`config.mk`:
```
export PLATFORM = sky130hd
export DESIGN_NAME = lru_sequence_replay_filter_top
export DESIGN_NICKNAME = d
export VERILOG_FILES = /design/src/rtl/lsrf_pkg.sv /design/src/rtl/lru_sequence_replay_filter_top.sv /design/src/rtl/lsrf_ram.sv
export SDC_FILE = /design/constraint.sdc
export NUM_CORES = 1
export LEC_CHECK = 0
export ABC_AREA = 1
export BUFFER_PORTS_ARGS = -buffer_cell sky130_fd_sc_hd__buf_2
export CAP_MARGIN = 20
export CORE_MARGIN = 2
export CORE_UTILIZATION = 60
export DETAILED_ROUTE_END_ITERATION = 10
export HOLD_SLACK_MARGIN = 0.05
export PLACE_DENSITY = 0.76
export SLEW_MARGIN = 20
export SYNTH_ARGS = -nofsm -noshare
export SYNTH_HDL_FRONTEND = slang
export SYNTH_HIERARCHICAL = 1
export SYNTH_SLANG_ARGS = --single-unit
```
`constraint.sdc`:
```
create_clock -name clock -period 7 [get_ports clock]
set_input_delay 0.35 -clock clock [delete_from_list [all_inputs] [get_ports clock]]
set_output_delay 0.35 -clock clock [all_outputs]
set_load 0.02 [all_outputs]
```
`src/rtl/lsrf_pkg.sv`:
```
// ----------------------------------------------------------------------------
// lsrf_pkg
// Shared sizes, codes and types of the LRU sequence replay filter.
// ----------------------------------------------------------------------------
package lsrf_pkg;

   localparam int ENTRIES  = 16;
   localparam int KEY_BITS = 32;

   localparam int TAG_W   = 32;
   localparam int SEQ_W   = 8;
   localparam int KEY_W   = (KEY_BITS < TAG_W) ? KEY_BITS : TAG_W;
   localparam int ENTRY_W = KEY_W + SEQ_W;
   localparam int IDX_W   = (ENTRIES > 1) ? $clog2(ENTRIES) : 1;
   localparam int CNT_W   = $clog2(ENTRIES + 1);
   localparam int CAP_W   = 5;
   localparam int CMP_W   = (CNT_W > CAP_W) ? CNT_W : CAP_W;

   localparam int PADDR_W = 3;
   localparam int PDATA_W = 32;

   localparam logic [CAP_W-1:0] CAP_RESET = 5'd16;
   localparam logic [SEQ_W-1:0] WRAP_HIGH = 8'd240;
   localparam logic [SEQ_W-1:0] WRAP_LOW  = 8'd15;

   localparam logic OP_VALIDATE = 1'b0;
   localparam logic OP_CLEAR    = 1'b1;

   // register index taken from paddr[2]
   localparam logic REG_CAPACITY = 1'b0;

   typedef enum logic [1:0] {
      ST_IDLE,
      ST_SCAN,
      ST_DONE
   } state_type;

endpackage

```
`src/rtl/lru_sequence_replay_filter_top.sv`:
```
// ----------------------------------------------------------------------------
// lru_sequence_replay_filter_top
// Anti-replay filter: key tag to last sequence number, LRU eviction.
// ----------------------------------------------------------------------------
// One item is worked on at a time. Keys and stored sequence numbers sit in a
// single RAM with one read port, scanned one entry per cycle; a validate
// item ends at the first matching entry or, on a miss, after the last one,
// and a clear item skips the scan. Valid bits, LRU ages and the entry count
// live in flip-flops; on a validate they are updated in the same cycle as the
// RAM write-back. The result is held in an output register, so the next item
// is accepted while a result still waits to be taken. The user must write
// capacity only while idle; the block itself does not enforce this.
module lru_sequence_replay_filter_top (
   input  logic                         clock,
   input  logic                         reset,
   input  logic                         req_valid,
   output logic                         req_ready,
   input  logic                         req_opcode,
   input  logic [lsrf_pkg::TAG_W-1:0]   req_key_tag,
   input  logic [lsrf_pkg::SEQ_W-1:0]   req_seq,
   output logic                         rsp_valid,
   input  logic                         rsp_ready,
   output logic                         rsp_accepted,
   output logic                         rsp_hit,
   output logic                         rsp_evicted,
   input  logic                         psel,
   input  logic                         penable,
   input  logic                         pwrite,
   input  logic [lsrf_pkg::PADDR_W-1:0] paddr,
   input  logic [lsrf_pkg::PDATA_W-1:0] pwdata,
   output logic [lsrf_pkg::PDATA_W-1:0] prdata,
   output logic                         pready
);

   import lsrf_pkg::*;

   localparam logic [IDX_W-1:0] LAST_IDX = IDX_W'(ENTRIES - 1);

   state_type state_ff, state_in;

   logic [CAP_W-1:0] cap_ff, cap_in;

   logic               op_ff, op_in;
   logic [KEY_W-1:0]   key_ff, key_in;
   logic [SEQ_W-1:0]   seq_ff, seq_in;

   logic [ENTRIES-1:0] valid_ff, valid_in;
   logic [IDX_W-1:0]   age_ff [ENTRIES];
   logic [IDX_W-1:0]   age_in [ENTRIES];
   logic [CNT_W-1:0]   count_ff, count_in;

   logic [IDX_W-1:0]   iss_ff, iss_in;
   logic               iss_done_ff, iss_done_in;
   logic               chk_vld_ff, chk_vld_in;
   logic [IDX_W-1:0]   chk_idx_ff, chk_idx_in;

   logic res_acc_ff, res_acc_in;
   logic res_hit_ff, res_hit_in;
   logic res_evi_ff, res_evi_in;

   logic rsp_valid_ff, rsp_valid_in;
   logic rsp_acc_ff, rsp_acc_in;
   logic rsp_hit_ff, rsp_hit_in;
   logic rsp_evi_ff, rsp_evi_in;

   logic               ram_wr_en;
   logic [IDX_W-1:0]   ram_wr_addr;
   logic [ENTRY_W-1:0] ram_wr_data;
   logic               ram_rd_en;
   logic [ENTRY_W-1:0] ram_rd_data;

   logic csr_wr;

   lsrf_ram #(
      .WIDTH(ENTRY_W),
      .DEPTH(ENTRIES)
   ) u_entry_ram (
      .clock  (clock),
      .wr_en  (ram_wr_en),
      .wr_addr(ram_wr_addr),
      .wr_data(ram_wr_data),
      .rd_en  (ram_rd_en),
      .rd_addr(iss_ff),
      .rd_data(ram_rd_data)
   );

   // configuration port
   assign pready = 1'b1;
   assign csr_wr = psel && penable && pwrite;
   assign cap_in = (csr_wr && paddr[2] == REG_CAPACITY) ? pwdata[CAP_W-1:0] : cap_ff;
   assign prdata = (paddr[2] == REG_CAPACITY) ? PDATA_W'(cap_ff) : '0;

   always_ff @(posedge clock) begin
      if (reset) begin
         state_ff <= ST_IDLE;
      end else begin
         state_ff <= state_in;
      end
   end

   always_comb begin
      logic                 accept;
      logic                 key_match;
      logic [SEQ_W-1:0]     last_seq;
      logic                 fresh;
      logic [IDX_W-1:0]     hit_age;
      logic [CMP_W-1:0]     eff_cap;
      logic                 need_evict;
      logic [ENTRIES-1:0]   victim_oh;
      logic [ENTRIES-1:0]   valid_ev;
      logic [IDX_W-1:0]     slot;
      logic                 out_load;

      accept     = req_valid && (state_ff == ST_IDLE);
      key_match  = chk_vld_ff && valid_ff[chk_idx_ff] &&
                   (ram_rd_data[ENTRY_W-1:SEQ_W] == key_ff);
      last_seq   = ram_rd_data[SEQ_W-1:0];
      fresh      = (seq_ff > last_seq) || ((last_seq > WRAP_HIGH) && (seq_ff < WRAP_LOW));
      hit_age    = age_ff[chk_idx_ff];

      if (cap_ff == '0) begin
         eff_cap = CMP_W'(1);
      end else if (CMP_W'(cap_ff) > CMP_W'(ENTRIES)) begin
         eff_cap = CMP_W'(ENTRIES);
      end else begin
         eff_cap = CMP_W'(cap_ff);
      end
      need_evict = CMP_W'(count_ff) >= eff_cap;

      // oldest valid entry carries age count-1
      for (int i = 0; i < ENTRIES; i++) begin
         victim_oh[i] = need_evict && valid_ff[i] &&
                        (CNT_W'(age_ff[i]) == CNT_W'(count_ff - 1'b1));
      end
      valid_ev = valid_ff & ~victim_oh;

      slot = '0;
      for (int i = ENTRIES - 1; i >= 0; i--) begin
         if (!valid_ev[i]) begin
            slot = IDX_W'(i);
         end
      end

      state_in    = state_ff;
      op_in       = op_ff;
      key_in      = key_ff;
      seq_in      = seq_ff;
      valid_in    = valid_ff;
      age_in      = age_ff;
      count_in    = count_ff;
      iss_in      = iss_ff;
      iss_done_in = iss_done_ff;
      chk_vld_in  = 1'b0;
      chk_idx_in  = iss_ff;
      res_acc_in  = res_acc_ff;
      res_hit_in  = res_hit_ff;
      res_evi_in  = res_evi_ff;
      ram_rd_en   = 1'b0;
      ram_wr_en   = 1'b0;
      ram_wr_addr = chk_idx_ff;
      ram_wr_data = {key_ff, seq_ff};
      out_load    = 1'b0;
      req_ready   = (state_ff == ST_IDLE);

      case (state_ff)
         ST_IDLE: begin
            if (accept) begin
               op_in       = req_opcode;
               key_in      = req_key_tag[KEY_W-1:0];
               seq_in      = req_seq;
               iss_in      = '0;
               iss_done_in = 1'b0;
               if (req_opcode == OP_CLEAR) begin
                  valid_in = '0;
                  for (int i = 0; i < ENTRIES; i++) begin
                     age_in[i] = '0;
                  end
                  count_in   = '0;
                  res_acc_in = 1'b0;
                  res_hit_in = 1'b0;
                  res_evi_in = 1'b0;
                  state_in   = ST_DONE;
               end else begin
                  state_in = ST_SCAN;
               end
            end
         end
         ST_SCAN: begin
            // issue one read a cycle until the last entry is out
            if (!iss_done_ff) begin
               ram_rd_en   = 1'b1;
               chk_vld_in  = 1'b1;
               iss_done_in = (iss_ff == LAST_IDX);
               if (iss_ff != LAST_IDX) begin
                  iss_in = iss_ff + 1'b1;
               end
            end
            if (key_match) begin
               res_hit_in = 1'b1;
               res_evi_in = 1'b0;
               res_acc_in = fresh;
               if (fresh) begin
                  ram_wr_en   = 1'b1;
                  ram_wr_addr = chk_idx_ff;
                  for (int i = 0; i < ENTRIES; i++) begin
                     if (valid_ff[i] && age_ff[i] < hit_age) begin
                        age_in[i] = age_ff[i] + 1'b1;
                     end
                  end
                  age_in[chk_idx_ff] = '0;
               end
               chk_vld_in = 1'b0;
               state_in   = ST_DONE;
            end else if (chk_vld_ff && chk_idx_ff == LAST_IDX) begin
               // miss: drop the oldest if full, insert at lowest free slot
               ram_wr_en   = 1'b1;
               ram_wr_addr = slot;
               for (int i = 0; i < ENTRIES; i++) begin
                  if (valid_ev[i]) begin
                     age_in[i] = age_ff[i] + 1'b1;
                  end else begin
                     age_in[i] = '0;
                  end
               end
               valid_in       = valid_ev;
               valid_in[slot] = 1'b1;
               count_in       = count_ff - CNT_W'(need_evict) + 1'b1;
               res_hit_in     = 1'b0;
               res_acc_in     = 1'b1;
               res_evi_in     = need_evict;
               chk_vld_in     = 1'b0;
               state_in       = ST_DONE;
            end
         end
         ST_DONE: begin
            if (!rsp_valid_ff || rsp_ready) begin
               out_load = 1'b1;
               state_in = ST_IDLE;
            end
         end
         default: begin
            state_in = ST_IDLE;
         end
      endcase

      rsp_valid_in = out_load ? 1'b1 : (rsp_valid_ff && !rsp_ready);
      rsp_acc_in   = out_load ? res_acc_ff : rsp_acc_ff;
      rsp_hit_in   = out_load ? res_hit_ff : rsp_hit_ff;
      rsp_evi_in   = out_load ? res_evi_ff : rsp_evi_ff;
   end

   always_ff @(posedge clock) begin
      if (reset) begin
         cap_ff       <= CAP_RESET;
         valid_ff     <= '0;
         count_ff     <= '0;
         chk_vld_ff   <= 1'b0;
         iss_done_ff  <= 1'b0;
         rsp_valid_ff <= 1'b0;
         for (int i = 0; i < ENTRIES; i++) begin
            age_ff[i] <= '0;
         end
      end else begin
         cap_ff       <= cap_in;
         valid_ff     <= valid_in;
         count_ff     <= count_in;
         chk_vld_ff   <= chk_vld_in;
         iss_done_ff  <= iss_done_in;
         rsp_valid_ff <= rsp_valid_in;
         age_ff       <= age_in;
      end
   end

   always_ff @(posedge clock) begin
      op_ff      <= op_in;
      key_ff     <= key_in;
      seq_ff     <= seq_in;
      iss_ff     <= iss_in;
      chk_idx_ff <= chk_idx_in;
      res_acc_ff <= res_acc_in;
      res_hit_ff <= res_hit_in;
      res_evi_ff <= res_evi_in;
      rsp_acc_ff <= rsp_acc_in;
      rsp_hit_ff <= rsp_hit_in;
      rsp_evi_ff <= rsp_evi_in;
   end

   assign rsp_valid    = rsp_valid_ff;
   assign rsp_accepted = rsp_acc_ff;
   assign rsp_hit      = rsp_hit_ff;
   assign rsp_evicted  = rsp_evi_ff;

   // checks

   a_count_matches_valid: assert property (@(posedge clock) disable iff (reset)
      CNT_W'($countones(valid_ff)) == count_ff)
      else $error("entry count out of step with valid bits");

   a_count_bounded: assert property (@(posedge clock) disable iff (reset)
      CMP_W'(count_ff) <= CMP_W'(ENTRIES))
      else $error("entry count above table size");

   a_clear_empties: assert property (@(posedge clock) disable iff (reset)
      (req_valid && req_ready && req_opcode == OP_CLEAR) |=> (count_ff == '0 && valid_ff == '0))
      else $error("clear item left entries behind");

   a_check_only_in_scan: assert property (@(posedge clock) disable iff (reset)
      chk_vld_ff |-> (state_ff == ST_SCAN && op_ff == OP_VALIDATE))
      else $error("read data check outside a validate scan");

endmodule

```
`src/rtl/lsrf_ram.sv`:
```
// ----------------------------------------------------------------------------
// lsrf_ram
// Generic single-write, single-read synchronous RAM with registered read.
// ----------------------------------------------------------------------------
module lsrf_ram #(
   parameter int WIDTH = 8,
   parameter int DEPTH = 16,
   localparam int ADDR_W = (DEPTH > 1) ? $clog2(DEPTH) : 1
) (
   input  logic              clock,
   input  logic              wr_en,
   input  logic [ADDR_W-1:0] wr_addr,
   input  logic [WIDTH-1:0]  wr_data,
   input  logic              rd_en,
   input  logic [ADDR_W-1:0] rd_addr,
   output logic [WIDTH-1:0]  rd_data
);

   logic [WIDTH-1:0] mem_ff [DEPTH];
   logic [WIDTH-1:0] rd_data_ff;

   always_ff @(posedge clock) begin
      if (wr_en) begin
         mem_ff[wr_addr] <= wr_data;
      end
      if (rd_en) begin
         rd_data_ff <= mem_ff[rd_addr];
      end
   end

   assign rd_data = rd_data_ff;

endmodule

```
* Yosys cells after proc, flatten, opt, wreduce, memory -nomap -nowiden *
Memory sizes are Yosys's and may differ from the RTL's. A register that Yosys moved wholly into a read port is not among the register bits.
Index checks and enable logic that the tools add are counted.

storage, ports and cells
  flip-flop bits (word level) = 149
  latch bits = 0
  memory bits (writable) = 640
  memory bits (read-only) = 0
  input bits = 83
  output and inout port bits = 38
  logic and storage cells = 355
  memories = 1

operators by class
  add/subtract/negate cells = 20
  $mul = 0
  div/mod/pow operators = 0
  magnitude comparators = 26
  equal/unequal tests = 31
  shifts and indexed selects = 0
  multiplexer cells = 162
  bitwise operators = 8
  reduce and logical (&&, ||, !) cells = 74

memory list
  memory              depth  bits a word  rd ports  clocked after Yosys merged registers in  write ports  RTL line        source
  u_entry_ram.mem_ff  16     40           1         1                                        1            lsrf_ram.sv:19  logic [WIDTH-1:0] mem_ff [DEPTH];

operators with widths
  operator                                                                      count
  4-bit 2-to-1 mux                                                              105
  64-bit 2-to-1 mux                                                             5
  64-bit case mux with 2 select lines                                           1
  4-bit by 5-bit equality test with 1-bit output                                16
  4-bit by 1-bit adder with 4-bit output, second input constant                 17
  64-bit bitwise AND                                                            1
  4-bit less-than comparator                                                    16
  16-bit 2-to-1 mux                                                             4
  64-bit NOT                                                                    1
  1-bit logical AND                                                             59
  5-bit 2-to-1 mux                                                              7
  32-bit equality test                                                          1
  16-bit case mux with 2 select lines                                           1
  1-bit 2-to-1 mux                                                              23
  16-bit bitwise AND                                                            1
  4-bit binary-select mux with 4-bit select                                     1
  4-bit demux with 4-bit select                                                 1
  16-bit NOT                                                                    1
  16-bit OR                                                                     1
  4-bit by 5-bit less-than comparator with 1-bit output, second input constant  2
  2-bit 2-to-1 mux                                                              5
  2-bit inequality test, second input constant                                  5
  5-bit case mux with 2 select lines                                            1
  5-bit AND reduction                                                           2
  33 further kinds                                                              44

* Depth between registers and ports, before layout *
Gate-level depths: netlist of the first run.

  depth in word-level cells = 32
  gate-level depth with buffers = 32
  gate-level depth less buffers = 32

* Modules after synthesis *
The synthesis of the first run kept the hierarchy.

by module, submodules not included
  module                          instances  cells an instance  area each (um^2)  seq. area each (um^2)
  lsrf_ram                        1          2643               28718.8           20419.6
  lru_sequence_replay_filter_top  1          1429               10593.9           3483.3

* Least setup slack after synthesis of the first run *
OpenSTA, ideal clock, no wires.

  path kind = register -> register
  from = register count_ff[0]
  to = memory u_entry_ram/mem_ff[11][0] (netlist bit), enable pin
  library setup time = 0.437 ns
  arrival = 4.609 ns
  required time = 6.563 ns
  slack = 1.954 ns
  stages on the path, launching flop included = 27
  path buffers = 4
  period minus slack after synthesis = 5.046 ns
  cell sequence = dfxtp_1 > buf_4 > inv_2 > buf_4 > ha_1 > buf_2 > buf_4 > nand2_1 > inv_1 > a211oi_1 > a21boi_0 > o2111ai_1 > nand2_1 > inv_1 > nand2_1 > nand2_1 > nand2_1 > nand2_1 > nand2_1 > nand2_1 > nand2_1 > nand2_2 > nand2_2 > nand2_1 > a21oi_1 > nand2_1 > nor2_1

between the ends
  cells in the longest elaborated chain, start to end = 24
  elaborated cells between the ends (all ways) = 71
  those cells by class = add/sub (1); order compare (1); eq/ne (16); mux (19); bitwise (2); reduce/logical (32)

ends and longest elaborated chain
  element                                                                              RTL line                                                                      source
  from (decl)                                                                          lru_sequence_replay_filter_top.sv:50                                          logic [CNT_W-1:0] count_ff, count_in;
  from (signal assigned)                                                               lru_sequence_replay_filter_top.sv:266                                         count_ff <= count_in;
  5-bit by 1-bit subtractor with 5-bit output or 5-bit >= comparator (tied branches)   lru_sequence_replay_filter_top.sv:133, lru_sequence_replay_filter_top.sv:128
  4-bit by 5-bit equality test with 1-bit output or 1-bit logical AND (tied branches)  lru_sequence_replay_filter_top.sv:133, lru_sequence_replay_filter_top.sv:132
  1-bit logical AND                                                                    lru_sequence_replay_filter_top.sv:132                                         victim_oh[i] = need_evict && valid_ff[i] &&
  16-bit NOT (*)                                                                       lru_sequence_replay_filter_top.sv:135                                         valid_ev = valid_ff & ~victim_oh;
  16-bit bitwise AND (*)                                                               lru_sequence_replay_filter_top.sv:135
  4-bit 2-to-1 mux (15 in a row)                                                       lru_sequence_replay_filter_top.sv:139                                         if (!valid_ev[i]) begin
  4-bit 2-to-1 mux (*)                                                                 lru_sequence_replay_filter_top.sv:139
  4-bit 2-to-1 mux (*)                                                                 lru_sequence_replay_filter_top.sv:214                                         end else if (chk_vld_ff && chk_idx_ff == LAST_IDX) begin
  4-bit 2-to-1 mux (*)                                                                 lru_sequence_replay_filter_top.sv:198                                         if (key_match) begin
  4-bit 2-to-1 mux (*)                                                                 lru_sequence_replay_filter_top.sv:165                                         case (state_ff)
  via ram_wr_addr[0]                                                                   lru_sequence_replay_filter_top.sv:67                                          logic [IDX_W-1:0] ram_wr_addr;
  to (decl)                                                                            lsrf_ram.sv:19

The timed path passes the listed nets; every way through them passes the cells marked *.

* Final worst setup path of the first run *
  from = register count_ff[0]
  to = memory u_entry_ram/mem_ff[9][31] (netlist bit), enable pin

The elaborated chain is that of the path after synthesis.

==> metrics, run 1 <==
outcome=finished, final reports clean; width of the chip=260 µm; 1st-iter DRT viols=3045; synth warn=6; part of the cycle the worst path needs=86.6%; post-synthesis simple-gate area fraction=20.2%; CP endpoint kind=flop; # diodes=0; drt wl/cell=19.0 µm; critical-path maximum fanout=24; final net count=4314; register bit total from synthesis=829; Post-synth EDFFs=730; Final Skew=0.0284 ns; Die H=260 µm; gr usage total=28.6%; total power=11900 µW; hpwl dp=51600 µm; Synth Cell Area=39300 µm²; Slew Viols, Final=0; vias in the first global route=27061; Setup CP Type=flop to flop; leakage=0.0181 µW; max-cap violations=0; worst skew pair latency=0.65 ns; CTS max path bufs=3; worst path arrival time=6.38 ns; fillers=4740; post-synthesis sequential area ratio=60.8%; CTS root buffer=clkbuf_16; Worst setup SP type=flop; final hold vios=0; vias=28606; largest cells by area after synthesis=edfxtp_1, nand2_1, nand3_1; maximum clock rate=165 MHz; Routed WL=96300 µm; PD cells=274 nW/µm²; clk sink count=829; CTS clk-pin slew, worst paths=0.06 ns; top post-synthesis cells by count=nand2_1, edfxtp_1, inv_1; layout cells sized above 1=7.12%; Synth Area in XOR/XNOR=1.85%; core region area=64600 µm²; worst slew pin tran=1.13 ns; DRC violations left=0; Synth Area in Compound Gates=4.90%; Final ANT Viol Nets=0; largest net degree at the start of global routing=168; Rows=93; most area-hungry cell type in the Yosys netlist=edfxtp_1; grt total ovfl=0; Final Wtd Congestion=0.974; initial antenna violation count=0; worst endpoint required time=7.32 ns; Final TNS setup=0 ns; # H-tree levels=3; Final Critical Period=6.06 ns; Via density=5.64; port buffer count=63; Syn Inst Count=4072; Post-synth ARST share=0%; Die ar.=67600 µm²; Worst Hold Class=primary input to flop; RSZ-0062 raised after global routing=false; worst vdd ir=0.203 mV; DRT Pass-1 Iters=6; combinational family with the most area after synthesis=simple AND/OR/NAND/NOR gates; CTS buffer count=86; io pins=121; CTS tree=done; most numerous cell in the Yosys netlist=nand2_1; first-pass GRT wire length=150000 µm; final setup vio count=0; mean post-synth cell area=9.65 µm²; share of the synthesized area in the top cell type=55.8%; mux contribution to synthesized area=0%; max_slew headroom=24.8%; ys flop type=edfxtp_1; Layout area overhead=10.4%; post-cts gate resize count=0; Synth Area in Adders=2.71%; Starting Density=60.9%; Netlist cell types=52
==> stage by stage <==
stage / worst slack [ns] / util [%] / instance area, µm² / hold WS (ns) / cells
after floorplan: 1.95 / - / 39400 / 0.368 / 4098
after global placement: 1.21 / 62.3 / 40200 / 0.403 / 4867
after detailed placement: 1.13 / 62.3 / 40200 / 0.412 / 4867
after CTS: 1.11 / 67.2 / 43400 / 0.0950 / 5071
after global routing: 0.693 / 67.2 / 43400 / 0.136 / 5071
final: 0.940 / 67.2 / 43400 / 0.114 / 5071
==> metal layers <==
metal | global-route usage (%) | share of wire (%) | up-vias | wire (µm)
met5 | 0 | 0 | - | 0
met4 | 9.69 | 3.2 | 0 | 3060
met3 | 4.35 | 8.4 | 233 | 8110
met2 | 48.1 | 48 | 1318 | 46600
met1 | 38.1 | 40 | 13590 | 38500
li1 | - | - | 13465 | -
==> cell families after synthesis <==
family	Yosys count
AND/OR/NAND/NOR	1894
flip-flops	829
adder cells (fa/ha/maj)	85
other	2
AO/OA/AOI/OAI	314
buffers and inverters	865
XOR/XNOR	83
==> timing repair <==
action	4_1_cts	5_1_grt
hold endpoints to repair	46	0
buffers inserted	0	0
hold buffers	46	0
==> cells in the final DEF (no fill, tap or decap), types with 10 or more instances in the layout <==
master,n
nand2_1,1144
edfxtp_1,730
inv_1,652
nand3_1,541
nor2_1,127
a21oi_1,113
dfxtp_1,99
clkbuf_16,87
ha_1,85
buf_2,63
o21ai_0,61
xor2_1,57
dlygate4sd3_1,46
buf_4,37
conb_1,28
xnor2_1,26
o22ai_1,24
o21a_1,23
clkinv_1,21
o211ai_1,21
clkbuf_1,21
nor2_4,20
nand4_1,19
a211oi_1,19
clkinv_2,15
inv_2,12
a22oi_1,12
buf_12,11
nor4_1,10
==> report_power, final <==
part,internal (µW),total [µW],switching (µW)
clock network,2490,4390,1890
logic,505,1800,1290
registers,5570,5720,154
==> sequential cells by signal (all words and copies together) (netlist names), 2 cells and up <==
signal,count
cap_ff,5
key_ff,32
seq_ff,8
valid_ff,16
u_entry_ram/rd_data,40
chk_idx_in,4
u_entry_ram/mem_ff,640
chk_idx_ff,4
count_ff,5
state_ff,2
age_ff,64
==> critical path, cell delays in order (launching register included) <==
cell     delay, ns
dfxtp_1       0.30
buf_4         0.31
inv_2         0.26
ha_1          1.12
xor2_1        0.19
nand3_1       0.09
nor2_1        0.11
nand3_1       0.08
nand2_1       0.19
inv_1         0.11
nand2_1       0.08
nand2_1       0.06
nand2_1       0.06
nand2_1       0.04
nand2_1       0.05
nand2_1       0.05
nand2_1       0.05
nand2_1       0.04
nand2_1       0.05
nand2_1       0.05
nand2_1       0.09
nand2_2       0.12
nand2_2       0.12
nand2_1       0.12
a21oi_1       0.36
nand2_1       0.32
nor2_4        0.90
buf_4         0.38
==> final timing paths <==
| check | cells after the start | slack (ns) | startpoint | end |
|---|---|---|---|---|
| worst min register to register | 0 | 0.43 | res_evi_ff | rsp_evicted |
| worst max-delay path | 27 | 0.94 | count_ff[0] | u_entry_ram/mem_ff[9][31] |
| worst max register to register | 27 | 0.94 | count_ff[0] | u_entry_ram/mem_ff[9][31] |
| worst min-delay path | 3 | 0.11 | psel | cap_ff[4] |
==> area by class of cell <==
type | instances | area (µm²) | share of cell area (%)
clock buffer | 109 | 2270 | 5.23
clock inverter | 49 | 427 | 0.983
inverter | 668 | 2520 | 5.81
multi-input combinational | 2404 | 11900 | 27.5
sequential | 829 | 23900 | 55.1
tap | 855 | 1070 | 2.47
timing repair buffer | 157 | 1270 | 2.93
Note: power is estimated with default switching activity, not from simulation.
==> run 2, diff against run 1 <==
BUFFER_PORTS_ARGS = unset   (was -buffer_cell sky130_fd_sc_hd__buf_2)
DONT_BUFFER_PORTS = 1   (was unset)
GPL_TIMING_DRIVEN = 0   (was unset)
PLACE_DENSITY = 0.75   (was 0.76)
==> run 2 against run 1 <==
  * First-iteration DRC count up 20%
  * Setup slack improved by 0.35 ns
  * Worst hold slack got worse by 0.028 ns
  * Core utilization rose by 1.9 points
  * Global-route usage rose by 4.7 points
  * Design area is 2.9% higher
  * Total power increased by 4.1%
  * Critical path type unchanged
==> metrics, run 2 (same netlist as run 1, synthesis figures left out) <==
maximum clock rate=175 MHz (+6.1%); DRC violations left=0 (unchanged); DP Area=41500 µm² (+3.1%); Final Wtd Congestion=1.02 (+4.9%); # diodes=0 (unchanged); most frequent cells in the layout=nand2_1, edfxtp_1, inv_1, nand3_1, nor2_1; gr usage total=33.3% (+4.7 points); crit path buf inv count=8 (+4); worst vdd ir=0.243 mV (+20%); PD cells=278 nW/µm² (+1.2%); CP endpoint kind=flop; post-CTS setup repair buffer count=0 (unchanged); most common cell after layout, fill and taps aside=nand2_1; worst reg-to-reg setup slack=1.29 ns (+0.35 ns); CTS tree=done; CTS clk-pin slew, worst paths=0.06 ns (about the same); initial antenna violation count=0 (unchanged); WHS Endpoint=key_ff[30]; combinational power share=17.8% (+2.7 points); Rows=93 (unchanged); final setup vio count=0 (unchanged); fillers=4696 (-0.93%); register area=23900 µm² (unchanged); Crit path top cell by count=nand2_1; Setup CP Type=flop to flop; first-pass GRT wire length=168000 µm (+12%); footprint of the multi-input gates=12000 µm² (+0.19%); # H-tree levels=3 (unchanged); Hold Path Origin=req_valid; Die ar.=67600 µm² (unchanged); Die H=260 µm (unchanged); Via density=5.80 (+2.8%); post-layout instance area=44700 µm² (+2.9%); outcome=finished, final reports clean; Final TNS setup=0 ns (unchanged); part of the cycle the worst path needs=81.6% (-4.9 points); Layout area overhead=13.6%; 1st-iter DRT viols=3659 (+20%); worst slew pin tran=1.35 ns (+0.222 ns); critical-path maximum fanout=16 (-33%); hpwl dp=74800 µm (+45%); total power=12400 µW (+4.1%); CP max-delay cell=nor2_4; CTS root buffer=clkbuf_16; CTS buffer count=86 (unchanged); Worst Hold Class=primary input to flop; worst endpoint required time=7.35 ns (+0.03 ns); width of the chip=260 µm (unchanged); Final Skew=0.0231 ns (-0.00530 ns); Starting Density=60.9% (unchanged); final core occ=69.1% (+1.9 points); max-cap violations=0 (unchanged); final net count=4440 (+2.9%); hold path depth=2 (-1); largest net degree at the start of global routing=25 (-85%); post-cts gate resize count=0 (unchanged); worst path arrival time=6.06 ns (-0.32 ns); DRT Pass-1 Iters=8 (+2); core region area=64600 µm² (unchanged); CTS max path bufs=3 (unchanged); switching pwr=3650 µW (+9.1%); RSZ-0062 raised after global routing=false; leakage=0.0186 µW (+3.2%); Switching Share=29.4% (+1.4 points); Final Critical Period=5.71 ns (-0.346 ns); Top delay family on crit path=simple AND/OR/NAND/NOR gates; Slew Viols, Final=0 (unchanged); max reg flops=640 (unchanged); worst skew pair latency=0.65 ns (about the same); Most flops, register=u_entry_ram/mem_ff; drt wl/cell=21.6 µm (+14%); Sequential Power Share=46.4% (-1.7 points); vias=30104 (+5.2%); final hold vios=0 (unchanged); clk sink count=829 (unchanged); grt total ovfl=0 (unchanged); Clock power frac=35.9% (-0.9 points); Final ANT Viol Nets=0 (unchanged); io pins=121 (unchanged); Reg2Reg Depth=29 (+7.4%); reg-to-reg startpoint=count_ff[0]; port buffer count=0 (-100%); Internal=8740 µW (+2.1%); vias in the first global route=28989 (+7.1%); Routed WL=112000 µm (+17%); max_slew headroom=10.0% (-15 points); FF-to-FF End=u_entry_ram/mem_ff[9][24]; layout cells sized above 1=8.37% (+1.3 points); CP peak stage delay=0.65 ns (-0.47 ns); Worst setup SP type=flop
-- run 2: cell count changes in the layout (fill, tap and decap cells not counted), moves of 3 or more --
cell / change
buf_1: +18
buf_12: +4
buf_16: +16
buf_2: +11
buf_4: +11
buf_6: +27
buf_8: +4
clkbuf_1: +38
clkinv_2: -6
clkinvlp_4: -3
-- run 2: worst max-delay path by stage --
stage,endpoint,from,cells after the start
2_1_floorplan,u_entry_ram/mem_ff[11][0],count_ff[0],26
3_3_place_gp,age_ff[2],chk_idx_ff[0],15
3_5_place_dp,u_entry_ram/mem_ff[3][17],count_ff[0],29
4_1_cts,u_entry_ram/mem_ff[9][24],count_ff[0],29
5_1_grt,u_entry_ram/mem_ff[9][24],count_ff[0],29
6_report,u_entry_ram/mem_ff[9][24],count_ff[0],29
-- run 2: what timing repair did --
action                                  CTS  global route
endpoints found under the hold margin    47             0
hold buffers                             48             0
endpoints found under the setup margin    0             0
-- run 2: layout make-up --
cell class / instances / share of cell area [%]
buffer: 197 / 2.72
sequential: 829 / 53.5
clock buffer: 113 / 5.09
tap: 855 / 2.40
multi-input combinational: 2404 / 26.8
inverter: 668 / 5.63
clock inverter: 41 / 0.958
timing repair buffer: 86 / 2.89
-- run 2: per-layer routing --
metal / part of all wire [%] / track usage (%) / up-vias
li1: - / - / 13728
met1: 38 / 44.1 / 14169
met2: 46 / 53.2 / 1821
met3: 11 / 6.56 / 386
met4: 5.1 / 15.6 / 0
met5: 0 / 0 / -
-- run 2: per-stage QoR --
| stage | setup WS [ns] | cells | hold slack (ns) |
|---|---|---|---|
| 6_report | 1.29 | 5193 | 0.0862 |
| 5_1_grt | 1.03 | 5193 | 0.0792 |
| 4_1_cts | 1.46 | 5193 | 0.0619 |
| 3_5_place_dp | 1.49 | 4991 | 0.386 |
| 3_3_place_gp | -2.79 | 4953 | 0.384 |
| 2_1_floorplan | 1.95 | 4098 | 0.368 |
-- run 2: power by group through the flow --
stage	Clock, µW	Sequential [µW]	Combinational, µW
after floorplan	0	5770	1340
after global placement	0	5840	2020
after detailed placement	0	5840	2100
after CTS	4490	5740	2140
after global routing	4660	5760	2340
final	4440	5740	2200
